[src/hw/rtl/wts_pkg.sv]
`timescale 1ns / 1ps

package wts_pkg;

	// Field widths of the stream and configuration words.
	localparam int CMD_W        = 3;
	localparam int WEIGHT_W     = 24;
	localparam int DELAY_W      = 16;
	localparam int ELAPSED_W    = 32;
	localparam int MIN_W        = 6;
	localparam int SEC_W        = 6;
	localparam int TENTH_W      = 4;
	localparam int SUB_W        = 7;
	localparam int CFG_IDX_W    = 2;
	localparam int IN_TDATA_W   = 24;
	localparam int IN_TUSER_W   = 3;
	localparam int OUT_TDATA_W  = 56;
	localparam int TIME_WIDTH_DEF = 32;

	// Time base constants.
	localparam int MS_PER_TENTH    = 100;
	localparam int MS_PER_SEC      = 1000;
	localparam int MS_PER_MIN      = 60000;
	localparam int TENTHS_PER_SEC  = MS_PER_SEC / MS_PER_TENTH;
	localparam int SECS_PER_MIN    = MS_PER_MIN / MS_PER_SEC;
	localparam int MINS_PER_HOUR   = 60;

	localparam logic [SUB_W-1:0]   SUB_LAST   = SUB_W'(MS_PER_TENTH - 1);
	localparam logic [TENTH_W-1:0] TENTH_LAST = TENTH_W'(TENTHS_PER_SEC - 1);
	localparam logic [SEC_W-1:0]   SEC_LAST   = SEC_W'(SECS_PER_MIN - 1);
	localparam logic [MIN_W-1:0]   MIN_LAST   = MIN_W'(MINS_PER_HOUR - 1);

	// Command codes.
	localparam logic [CMD_W-1:0] CMD_TICK   = 3'd0;
	localparam logic [CMD_W-1:0] CMD_WEIGHT = 3'd1;
	localparam logic [CMD_W-1:0] CMD_START  = 3'd2;
	localparam logic [CMD_W-1:0] CMD_STOP   = 3'd3;
	localparam logic [CMD_W-1:0] CMD_RESET  = 3'd4;

	// Configuration register indexes.
	localparam logic [CFG_IDX_W-1:0] REG_START_THR = 2'd0;
	localparam logic [CFG_IDX_W-1:0] REG_EMPTY_THR = 2'd1;
	localparam logic [CFG_IDX_W-1:0] REG_EMPTY_DLY = 2'd2;

	// Configuration reset values.
	localparam logic signed [WEIGHT_W-1:0] START_THR_RST = 24'sd100;
	localparam logic signed [WEIGHT_W-1:0] EMPTY_THR_RST = 24'sd50;
	localparam logic [DELAY_W-1:0]         EMPTY_DLY_RST = 16'd3000;

	// One result word before packing.
	typedef struct packed {
		logic [TENTH_W-1:0]   tenths;
		logic [SEC_W-1:0]     seconds;
		logic [MIN_W-1:0]     minutes;
		logic [ELAPSED_W-1:0] elapsed_ms;
		logic                 auto_started;
		logic                 running;
	} result_t;

endpackage

[src/hw/rtl/weight_triggered_stopwatch.sv]
`timescale 1ns / 1ps

// Channel   Dir  Handshake                Payload
// s_*       in   s_tvalid / s_tready      s_tuser = command, s_tdata = weight
// m_*       out  m_tvalid / m_tready      m_tdata = one status word per command
// cfg_*     in   cfg_valid / cfg_ready    cfg_index, cfg_data
//
// A command is accepted into the input register; from there all state updates
// run in a single pass into the result register, which holds its status word.
// A new word is accepted every cycle unless m_tready stalls the output; the
// throughput is set by that single pass.
// arst_n clears the state, the pipeline valid flags and the configuration
// registers to their defaults. A stall on m_tready holds the result word and
// stalls the input register; s_tready drops only when both stages are full.
module weight_triggered_stopwatch
	import wts_pkg::*;
#(
	parameter int TIME_WIDTH = TIME_WIDTH_DEF
) (
	input  logic                   clk,
	input  logic                   arst_n,
	input  logic                   s_tvalid,
	output logic                   s_tready,
	input  logic [IN_TDATA_W-1:0]  s_tdata,   // [23:0] weight
	input  logic [IN_TUSER_W-1:0]  s_tuser,   // [2:0] command
	output logic                   m_tvalid,
	input  logic                   m_tready,
	// [0] running, [1] auto_started, [33:2] elapsed_ms, [39:34] minutes,
	// [45:40] seconds, [49:46] tenths, [55:50] zero
	output logic [OUT_TDATA_W-1:0] m_tdata,
	input  logic                   cfg_valid,
	output logic                   cfg_ready,
	input  logic [CFG_IDX_W-1:0]   cfg_index,
	input  logic [WEIGHT_W-1:0]    cfg_data
);

	// Configuration registers.
	logic signed [WEIGHT_W-1:0] start_thr_q;
	logic signed [WEIGHT_W-1:0] empty_thr_q;
	logic [DELAY_W-1:0]         empty_dly_q;

	// Input stage.
	logic                       valid_s1;
	logic [CMD_W-1:0]           cmd_s1;
	logic signed [WEIGHT_W-1:0] weight_s1;

	// Watch state.
	logic [TIME_WIDTH-1:0] now_q, now_d;
	logic [TIME_WIDTH-1:0] lost_q, lost_d;
	logic [ELAPSED_W-1:0]  elapsed_q, elapsed_d;
	logic [SUB_W-1:0]      sub_q, sub_d;
	logic [TENTH_W-1:0]    tenth_q, tenth_d;
	logic [SEC_W-1:0]      sec_q, sec_d;
	logic [MIN_W-1:0]      min_q, min_d;
	logic                  run_q, run_d;
	logic                  auto_q, auto_d;
	logic                  present_q, present_d;

	// Output register.
	logic    out_valid_q;
	result_t res_q;

	logic advance;
	logic fire;
	logic start_hit;
	logic [TIME_WIDTH-1:0] lost_gap;

	assign advance   = !out_valid_q || m_tready;
	assign fire      = valid_s1 && advance;
	assign s_tready  = !valid_s1 || advance;
	assign cfg_ready = 1'b1;
	assign m_tvalid  = out_valid_q;
	assign m_tdata   = {{(OUT_TDATA_W - $bits(result_t)){1'b0}}, res_q};

	// Configuration writes; an index past the list is ignored.
	always_ff @(posedge clk or negedge arst_n) begin
		if (!arst_n) begin
			start_thr_q <= START_THR_RST;
			empty_thr_q <= EMPTY_THR_RST;
			empty_dly_q <= EMPTY_DLY_RST;
		end else if (cfg_valid) begin
			unique case (cfg_index)
				REG_START_THR: start_thr_q <= cfg_data;
				REG_EMPTY_THR: empty_thr_q <= cfg_data;
				REG_EMPTY_DLY: empty_dly_q <= cfg_data[DELAY_W-1:0];
				default: ;
			endcase
		end
	end

	// Input register.
	always_ff @(posedge clk or negedge arst_n) begin
		if (!arst_n) begin
			valid_s1 <= 1'b0;
		end else if (s_tready) begin
			valid_s1 <= s_tvalid;
		end
	end

	always_ff @(posedge clk) begin
		if (s_tready && s_tvalid) begin
			cmd_s1    <= s_tuser[CMD_W-1:0];
			weight_s1 <= s_tdata[WEIGHT_W-1:0];
		end
	end

	assign start_hit = !run_q && !auto_q && (weight_s1 > start_thr_q);

	// Next state for the command in the input register.
	always_comb begin
		logic                  clear;
		logic                  p1;
		logic [TIME_WIDTH-1:0] ls1;
		clear     = 1'b0;
		p1        = start_hit ? 1'b1 : present_q;
		ls1       = start_hit ? '0 : lost_q;
		lost_gap  = now_q - ls1;
		now_d     = now_q;
		lost_d    = lost_q;
		elapsed_d = elapsed_q;
		sub_d     = sub_q;
		tenth_d   = tenth_q;
		sec_d     = sec_q;
		min_d     = min_q;
		run_d     = run_q;
		auto_d    = auto_q;
		present_d = present_q;
		unique case (cmd_s1)
			CMD_TICK: begin
				now_d = now_q + TIME_WIDTH'(1);
				if (run_q) begin
					elapsed_d = elapsed_q + ELAPSED_W'(1);
					// The digit counters restart with the count when it wraps.
					if (elapsed_q == '1) begin
						sub_d   = '0;
						tenth_d = '0;
						sec_d   = '0;
						min_d   = '0;
					end else if (sub_q != SUB_LAST) begin
						sub_d = sub_q + SUB_W'(1);
					end else begin
						sub_d = '0;
						if (tenth_q != TENTH_LAST) begin
							tenth_d = tenth_q + TENTH_W'(1);
						end else begin
							tenth_d = '0;
							if (sec_q != SEC_LAST) begin
								sec_d = sec_q + SEC_W'(1);
							end else begin
								sec_d = '0;
								min_d = (min_q == MIN_LAST) ? '0 : min_q + MIN_W'(1);
							end
						end
					end
				end
			end
			CMD_WEIGHT: begin
				run_d     = run_q || start_hit;
				auto_d    = auto_q || start_hit;
				present_d = p1;
				lost_d    = ls1;
				if (auto_q || start_hit) begin
					if (weight_s1 < empty_thr_q) begin
						if (p1) begin
							present_d = 1'b0;
							lost_d    = now_q;
						end else if (ls1 != '0 &&
								lost_gap > TIME_WIDTH'(empty_dly_q)) begin
							clear = 1'b1;
						end
					end else begin
						present_d = 1'b1;
						lost_d    = '0;
					end
				end
			end
			CMD_START: run_d = 1'b1;
			CMD_STOP:  run_d = 1'b0;
			CMD_RESET: clear = 1'b1;
			default: ;
		endcase
		// A reset keeps the millisecond clock.
		if (clear) begin
			run_d     = 1'b0;
			auto_d    = 1'b0;
			present_d = 1'b0;
			lost_d    = '0;
			elapsed_d = '0;
			sub_d     = '0;
			tenth_d   = '0;
			sec_d     = '0;
			min_d     = '0;
		end
	end

	// State update.
	always_ff @(posedge clk or negedge arst_n) begin
		if (!arst_n) begin
			now_q     <= '0;
			lost_q    <= '0;
			elapsed_q <= '0;
			sub_q     <= '0;
			tenth_q   <= '0;
			sec_q     <= '0;
			min_q     <= '0;
			run_q     <= 1'b0;
			auto_q    <= 1'b0;
			present_q <= 1'b0;
		end else if (fire) begin
			now_q     <= now_d;
			lost_q    <= lost_d;
			elapsed_q <= elapsed_d;
			sub_q     <= sub_d;
			tenth_q   <= tenth_d;
			sec_q     <= sec_d;
			min_q     <= min_d;
			run_q     <= run_d;
			auto_q    <= auto_d;
			present_q <= present_d;
		end
	end

	// Result register.
	always_ff @(posedge clk or negedge arst_n) begin
		if (!arst_n) begin
			out_valid_q <= 1'b0;
		end else if (advance) begin
			out_valid_q <= valid_s1;
		end
	end

	always_ff @(posedge clk) begin
		if (fire) begin
			res_q.running      <= run_d;
			res_q.auto_started <= auto_d;
			res_q.elapsed_ms   <= elapsed_d;
			res_q.minutes      <= min_d;
			res_q.seconds      <= sec_d;
			res_q.tenths       <= tenth_d;
		end
	end

endmodule

[config.mk]
export PLATFORM = sky130hd
export DESIGN_NAME = weight_triggered_stopwatch
export DESIGN_NICKNAME = d
export VERILOG_FILES = /design/src/hw/rtl/wts_pkg.sv /design/src/hw/rtl/weight_triggered_stopwatch.sv
export SDC_FILE = /design/constraint.sdc
export NUM_CORES = 1
export LEC_CHECK = 0
export ABC_CLOCK_PERIOD_IN_PS = 7000
export BUFFER_PORTS_ARGS = -buffer_cell sky130_fd_sc_hd__buf_2
export CORE_MARGIN = 4
export CORE_UTILIZATION = 61
export CTS_BUF_LIST = sky130_fd_sc_hd__clkbuf_16
export DETAILED_ROUTE_END_ITERATION = 10
export GPL_ROUTABILITY_DRIVEN = 1
export GPL_TIMING_DRIVEN = 1
export PLACE_DENSITY = 0.81
export SLEW_MARGIN = 0
export SYNTH_ARGS = -nofsm -noshare
export SYNTH_HDL_FRONTEND = slang
export SYNTH_SLANG_ARGS = --single-unit
[constraint.sdc]
create_clock -name clk -period 7 [get_ports clk]
set_input_delay 1.05 -clock clk [delete_from_list [all_inputs] [get_ports clk]]
set_output_delay 1.05 -clock clk [all_outputs]
set_load 0.01 [all_outputs]
======== Word-level counts from Yosys, hierarchy flattened ========
Index checks and enable logic that the tools add are counted.
storage, ports and cells
  register bits after elaboration ......... 265
  input bits .............................. 58
  output and inout port bits .............. 59
  word-level logic and storage cells ...... 118
operators by class
  add/sub/neg operators ................... 7
  magnitude comparators ................... 3
  eq/ne operators ......................... 11
  mux-type cells .......................... 49
  reduce and logical (&&, ||, !) cells .... 25
operators by type and width
  cell                                                              number
  32-bit two-way mux                                                9
  6-bit two-way mux                                                 15
  32-bit by 1-bit adder with 32-bit output (second input constant)  2
  7-bit two-way mux                                                 5
  32-bit == test (second input constant)                            1
  32-bit by 16-bit greater-than comparator with 1-bit output        1
  32-bit nonzero test                                               1
  32-bit subtractor                                                 1
  24-bit greater-than comparator                                    1
  24-bit less-than comparator                                       1
  4-bit two-way mux                                                 6
  6-bit by 1-bit adder with 6-bit output (second input constant)    2
  1-bit two-way mux                                                 12
  2-bit AND reduction                                               5
  7-bit by 1-bit adder with 7-bit output (second input constant)    1
  7-bit != test (second input constant)                             1
  3-bit by 2-bit == test with 1-bit output (second input constant)  2
  6-bit == test (second input constant)                             1
  6-bit != test (second input constant)                             1
  2-bit nonzero test                                                3
  1-bit logical AND                                                 5
  4-bit by 1-bit adder with 4-bit output (second input constant)    1
  1-bit zero test                                                   4
  1-bit logical OR                                                  4
  10 further kinds                                                  10

======== Logic depth before layout (Yosys ltp) ========
  word-level depth ........................ 14
  depth in mapped cells ................... 33
  gate-level depth less buffers ........... 30

======== Worst setup path before layout ========
OpenSTA, ideal clock, no wires.
  path type ............................... reg2reg
  start ................................... register weight_s1[23]
  end ..................................... register sub_q[2]
  setup time .............................. 0.087 ns
  arrival time ............................ 6.117 ns
  data required time ...................... 6.913 ns
  setup slack ............................. 0.796 ns
  cell stages (with the launch flop) ...... 29
  path buffers ............................ 2
  period minus slack after synthesis ...... 6.204 ns
  cell sequence ........................... edfxtp_1 > ha_1 > nand4_1 > nor4_1 > o31ai_1 > o211ai_1 > mux2_4 > clkbuf_1 > nand2_1 > inv_1 > fa_1 > nand2b_1 > a21o_1 > a21o_1 > o211ai_2 > xor2_1 > ha_1 > a21oi_1 > nand2_1 > a221oi_1 > a21oi_1 > a2111oi_2 > o311ai_1 > nor4_2 > nand4_1 > o21a_1 > buf_4 > or4b_1 > o211ai_1
on the way
  longest elaborated chain between the ends .. 13
  elaborated cells on any way between the ends .. 19
  classes of those cells .................. 1 x add/sub; 3 x order compare; 8 x mux; 7 x reduce/logical
RTL lines
  item                                                        line                               RTL
  start: declaration                                          weight_triggered_stopwatch.sv:45   logic signed [WEIGHT_W-1:0] weight_s1;
  start signal: assignment                                    weight_triggered_stopwatch.sv:103  weight_s1 <= s_tdata[WEIGHT_W-1:0];
  24-bit greater-than comparator                              weight_triggered_stopwatch.sv:107  assign start_hit = !run_q && !auto_q && (weight_s1 > start_thr_q);
  1-bit logical AND                                           weight_triggered_stopwatch.sv:107
  32-bit two-way mux                                          weight_triggered_stopwatch.sv:116  ls1 = start_hit ? '0 : lost_q;
  32-bit subtractor                                           weight_triggered_stopwatch.sv:117  lost_gap = now_q - ls1;
  32-bit by 16-bit greater-than comparator with 1-bit output  weight_triggered_stopwatch.sv:168  lost_gap > TIME_WIDTH'(empty_dly_q)) begin
  1-bit logical AND                                           weight_triggered_stopwatch.sv:167  end else if (ls1 != '0 &&
  1-bit two-way mux                                           weight_triggered_stopwatch.sv:167
  1-bit two-way mux                                           weight_triggered_stopwatch.sv:164  if (p1) begin
  1-bit two-way mux                                           weight_triggered_stopwatch.sv:163  if (weight_s1 < empty_thr_q) begin
  1-bit two-way mux (*)                                       weight_triggered_stopwatch.sv:162  if (auto_q || start_hit) begin
  1-bit one-hot mux with 2 select lines (*)                   weight_triggered_stopwatch.sv:128  unique case (cmd_s1)
  2-bit nonzero test (no line)                                --
  3-bit AND reduction (no line)                               --
  end signal: assignment                                      weight_triggered_stopwatch.sv:213  sub_q <= sub_d;
  end: declaration                                            weight_triggered_stopwatch.sv:51   logic [SUB_W-1:0] sub_q, sub_d;
Every way passes the cells marked *; elsewhere a longest branch is shown, timed or not.
A chain may end at the register's enable or synchronous reset.

======== Final worst setup path ========
  start ................................... register weight_s1[8]
  end ..................................... register sub_q[2]
Same word-level chain as after synthesis.

==> metrics.md <==
| Metric | Value |
|---|---|
| Critical path endpoint category | `flop` |
| Non-Filler Instances | `1919` |
| Initial antenna violation count | `0` |
| Post-synthesis sequential area ratio | `47.7%` |
| GRT Overall Usage | `24.0%` |
| Placer Congestion | `0.914` |
| Multi-input logic area | `0.00742 mm^2` |
| Die area | `0.0267 mm^2` |
| Kind of critical path | `reg -> reg` |
| CP max stage delay | `0.56 ns` |
| I/O pins | `117` |
| Comb power frac | `32.7%` |
| CP dominant cell by count | `nand4_1` |
| Worst-path clk slew | `0.06 ns` |
| Wl on met1 | `14.6 mm` |
| CTS buffer count | `28` |
| CTS H-Tree Depth | `1` |
| Ant. Diodes | `0` |
| Sw Ratio | `33.1%` |
| Final Core Density | `71.4%` |
| Final worst clock skew | `0.0207 ns` |
| Met3 WL post-DR | `2.10 mm` |
| Dpl ws | `0.0761 ns` |
| Post-DP Area | `0.0156 mm^2` |
| Reg power frac | `38.1%` |
| Psw | `1.62 mW` |
| Post-synth EDFFs | `77` |
| Die width | `163 um` |
| Per-cell routed wire length | `17.1 um` |
| FMAX | `147 MHz` |
| Avg Vias per Cell | `5.95` |
| Finished Cell Area | `0.0168 mm^2` |
| CTS tree | `yes` |
| Final number of setup-violating endpoints | `0` |
| Reg2Reg Launch Point | `weight_s1[8]$_DFFE_PP_` |
| Initial core utilization | `62.4%` |
| Most common cell in the netlist | `nand2_1` |
| Die height | `163 um` |
| CP required | `7.46 ns` |
| Final HPWL DP | `22.8 mm` |
| Core area | `0.0236 mm^2` |
| Yosys top cell by area | `dfrtp_1` |
| Port bufs | `109` |
| Via count | `11400` |
| Placed cells | `1852` |
| Outcome | `completed` |
| Worst r2r path cells | `28` |
| Vias in the first global route | `11000` |
| Yosys cell types | `74` |
| Hold path endpoint | `empty_thr_q[9]$_DFFE_PN0P_` |
| Number of fill cells | `1630` |
| Crit-path max FO | `5` |
| Remaining antenna violation count | `0` |
| Clk_lat worst skew | `0.55 ns` |
| Final wirelength | `32.8 mm` |
| Syn Area/Cell | `10.1 um^2` |
| Met2 wire length | `15.3 mm` |
| Hold Vio Cnt, Final | `0` |
| TritonCTS Sinks | `265` |
| Hold depth | `1` |
| Synth area leaders | `dfrtp_1 30%, edfxtp_1 16%, ha_1 8.7%, nand2_1 4.9%, mux2_2 3.6%` |
| Tmin final | `6.80 ns` |
| Period utilization | `97.2%` |
| Pleak | `7.61 nW` |
| Number of core rows | `56` |
| DRT Pass-1 Iters | `5` |
| Area growth, synth to finish | `14.3%` |
| First-pass GRT wire length | `53.1 mm` |
| Remaining global-route overflow | `0` |
| Synth top cells by count | `194 x nand2_1, 175 x dfrtp_1, 103 x ha_1` |
| IR drop worst, VDD | `0.254 mV` |
| Layout cells sized above 1 | `19.1%` |
| CP Buf/Inv Count | `2` |
| Drc violations | `0` |
| R2R Setup Slk | `0.20 ns` |
| Critical Path AT | `7.27 ns` |
| Min-delay src | `empty_thr_q[9]$_DFFE_PN0P_` |
| Clock root buffer | `clkbuf_16` |
| Critical path's slowest cell | `or4_4` |
| Synth top area share | `29.7%` |
| Largest net degree at the start of global routing | `114` |
| Reg area | `0.00703 mm^2` |
| Count of state elements after synthesis | `265` |
| Post-Synthesis Cells | `1461` |
| Final #Nets | `1740` |
| Yosys warnings | `0` |
| Internal Pwr Total | `3.28 mW` |
| Crit-path leading delay family | `simple AND/OR/NAND/NOR gates` |
| Worst R2R End | `sub_q[2]$_DFFE_PN0P_` |
| Setup WS post-layout | `0.195 ns` |
| Fin. max-slew vios | `0` |
| Actual slew at the worst max-slew pin | `1.20 ns` |
| Final setup TNS | `0 ns` |
| Area of the mapped netlist | `0.0147 mm^2` |
| Startpoint types | `flop` |
| Async set or reset register ratio after synthesis | `70.9%` |
| Pwr/cell area | `291 mW/mm^2` |
| Max Buffers Root-to-Sink | `3` |
| Max Used Layer | `met4` |
| Synth Flop Type | `dfrtp_1` |
| Worst slew margin | `19.8%` |
| HP Class | `reg -> reg` |
| Clock Power Share | `29.2%` |
| Number of max-cap violations | `0` |
| Initial drt markers | `918` |
## power groups by stage
stage | Clock (mW) | Sequential [mW] | Combinational (mW)
after global placement | 0 | 1.88 | 1.36
after floorplan | 0 | 1.87 | 1.06
after global routing | 1.53 | 1.88 | 1.76
after CTS | 1.45 | 1.86 | 1.43
final | 1.43 | 1.87 | 1.60
after detailed placement | 0 | 1.88 | 1.42
## final cells by class
cell class                      instances  area share [%]
Clock buffer                           30            4.46
Clock inverter                         22           0.906
Inverter                               82            1.83
Multi-Input combinational cell       1064            44.1
Sequential cell                       265            41.7
Tap cell                              319            2.37
Timing Repair Buffer                  137            4.64
## registers in the layout, indices dropped and copies added (netlist names)
register	count
auto_q	1
cmd_s1	3
elapsed_q	32
empty_dly_q	16
empty_thr_q	24
lost_q	32
m_tdata	50
m_tvalid	1
min_q	6
now_q	32
present_q	1
run_q	1
sec_q	6
start_thr_q	24
sub_q	7
tenth_q	4
valid_s1	1
weight_s1	24
## repair_timing
| item | 4_1_cts | 5_1_grt |
|---|---|---|
| hold buffers | 0 | 0 |
| setup buffers | 0 | 14 |
| resized for setup | 0 | 43 |
| endpoints found under the setup margin | 0 | 138 |
## how the worst max path moves through the flow
| stage | startpoint | endpoint | slack, ns | cells after the start |
|---|---|---|---|---|
| after global routing | weight_s1[18]$_DFFE_PP_ | sub_q[2]$_DFFE_PN0P_ | -0.14 | 27 |
| after detailed placement | weight_s1[23]$_DFFE_PP_ | sub_q[6]$_DFFE_PN0P_ | 0.08 | 27 |
| after CTS | weight_s1[23]$_DFFE_PP_ | sub_q[6]$_DFFE_PN0P_ | 0.03 | 27 |
| after floorplan | weight_s1[23]$_DFFE_PP_ | sub_q[2]$_DFFE_PN0P_ | 0.80 | 28 |
| final | weight_s1[8]$_DFFE_PP_ | sub_q[2]$_DFFE_PN0P_ | 0.20 | 28 |
| after global placement | weight_s1[23]$_DFFE_PP_ | sub_q[6]$_DFFE_PN0P_ | 0.23 | 27 |
## per-stage QoR
| step | power (mW) | hold slack, ns |
|---|---|---|
| 6_report | 4.90 | 0.504 |
| 5_1_grt | 5.17 | 0.526 |
| 4_1_cts | 4.74 | 0.506 |
| 3_5_place_dp | 3.30 | 0.494 |
| 3_3_place_gp | 3.24 | 0.489 |
| 2_1_floorplan | 2.93 | 0.471 |
## cells by family after synthesis
| group | synth area share, % |
|---|---|
| multiplexers | 3.76 |
| flip-flops | 47.7 |
| XOR/XNOR | 5.47 |
| adder cells (fa/ha/maj) | 8.88 |
| AO/OA/AOI/OAI | 14.2 |
| buffers and inverters | 3.94 |
| other | 0.0510 |
| AND/OR/NAND/NOR | 15.9 |
## routing by layer
metal	global-route usage, %	vias to the layer above
met5	0	-
met4	7.09	0
met3	3.61	65
met2	38.7	386
met1	34.0	5493
li1	-	5472
## placed cells by master (no fill, tap or decap), types with 12 or more instances in the layout
master | synthesis | final
mux2_2 | 47 | 47
ha_1 | 103 | 96
a22o_1 | 35 | 35
buf_4 | 8 | 25
nand3_1 | 43 | 42
inv_1 | 82 | 84
xor2_1 | 45 | 44
nand2b_1 | 16 | 15
o31ai_1 | 37 | 31
dfrtp_1 | 175 | 175
xnor2_1 | 47 | 47
a21o_1 | 21 | 21
nand4_1 | 39 | 39
dfstp_2 | 13 | 13
nand2_1 | 194 | 190
clkbuf_16 | 0 | 30
and3_1 | 16 | 16
o21ai_0 | 69 | 68
nor4_1 | 14 | 12
edfxtp_1 | 77 | 77
buf_2 | 17 | 108
nor2b_1 | 13 | 13
a21oi_1 | 71 | 66
nor2_1 | 98 | 98
nor3_1 | 28 | 28
(Power assumes the default switching activity.)
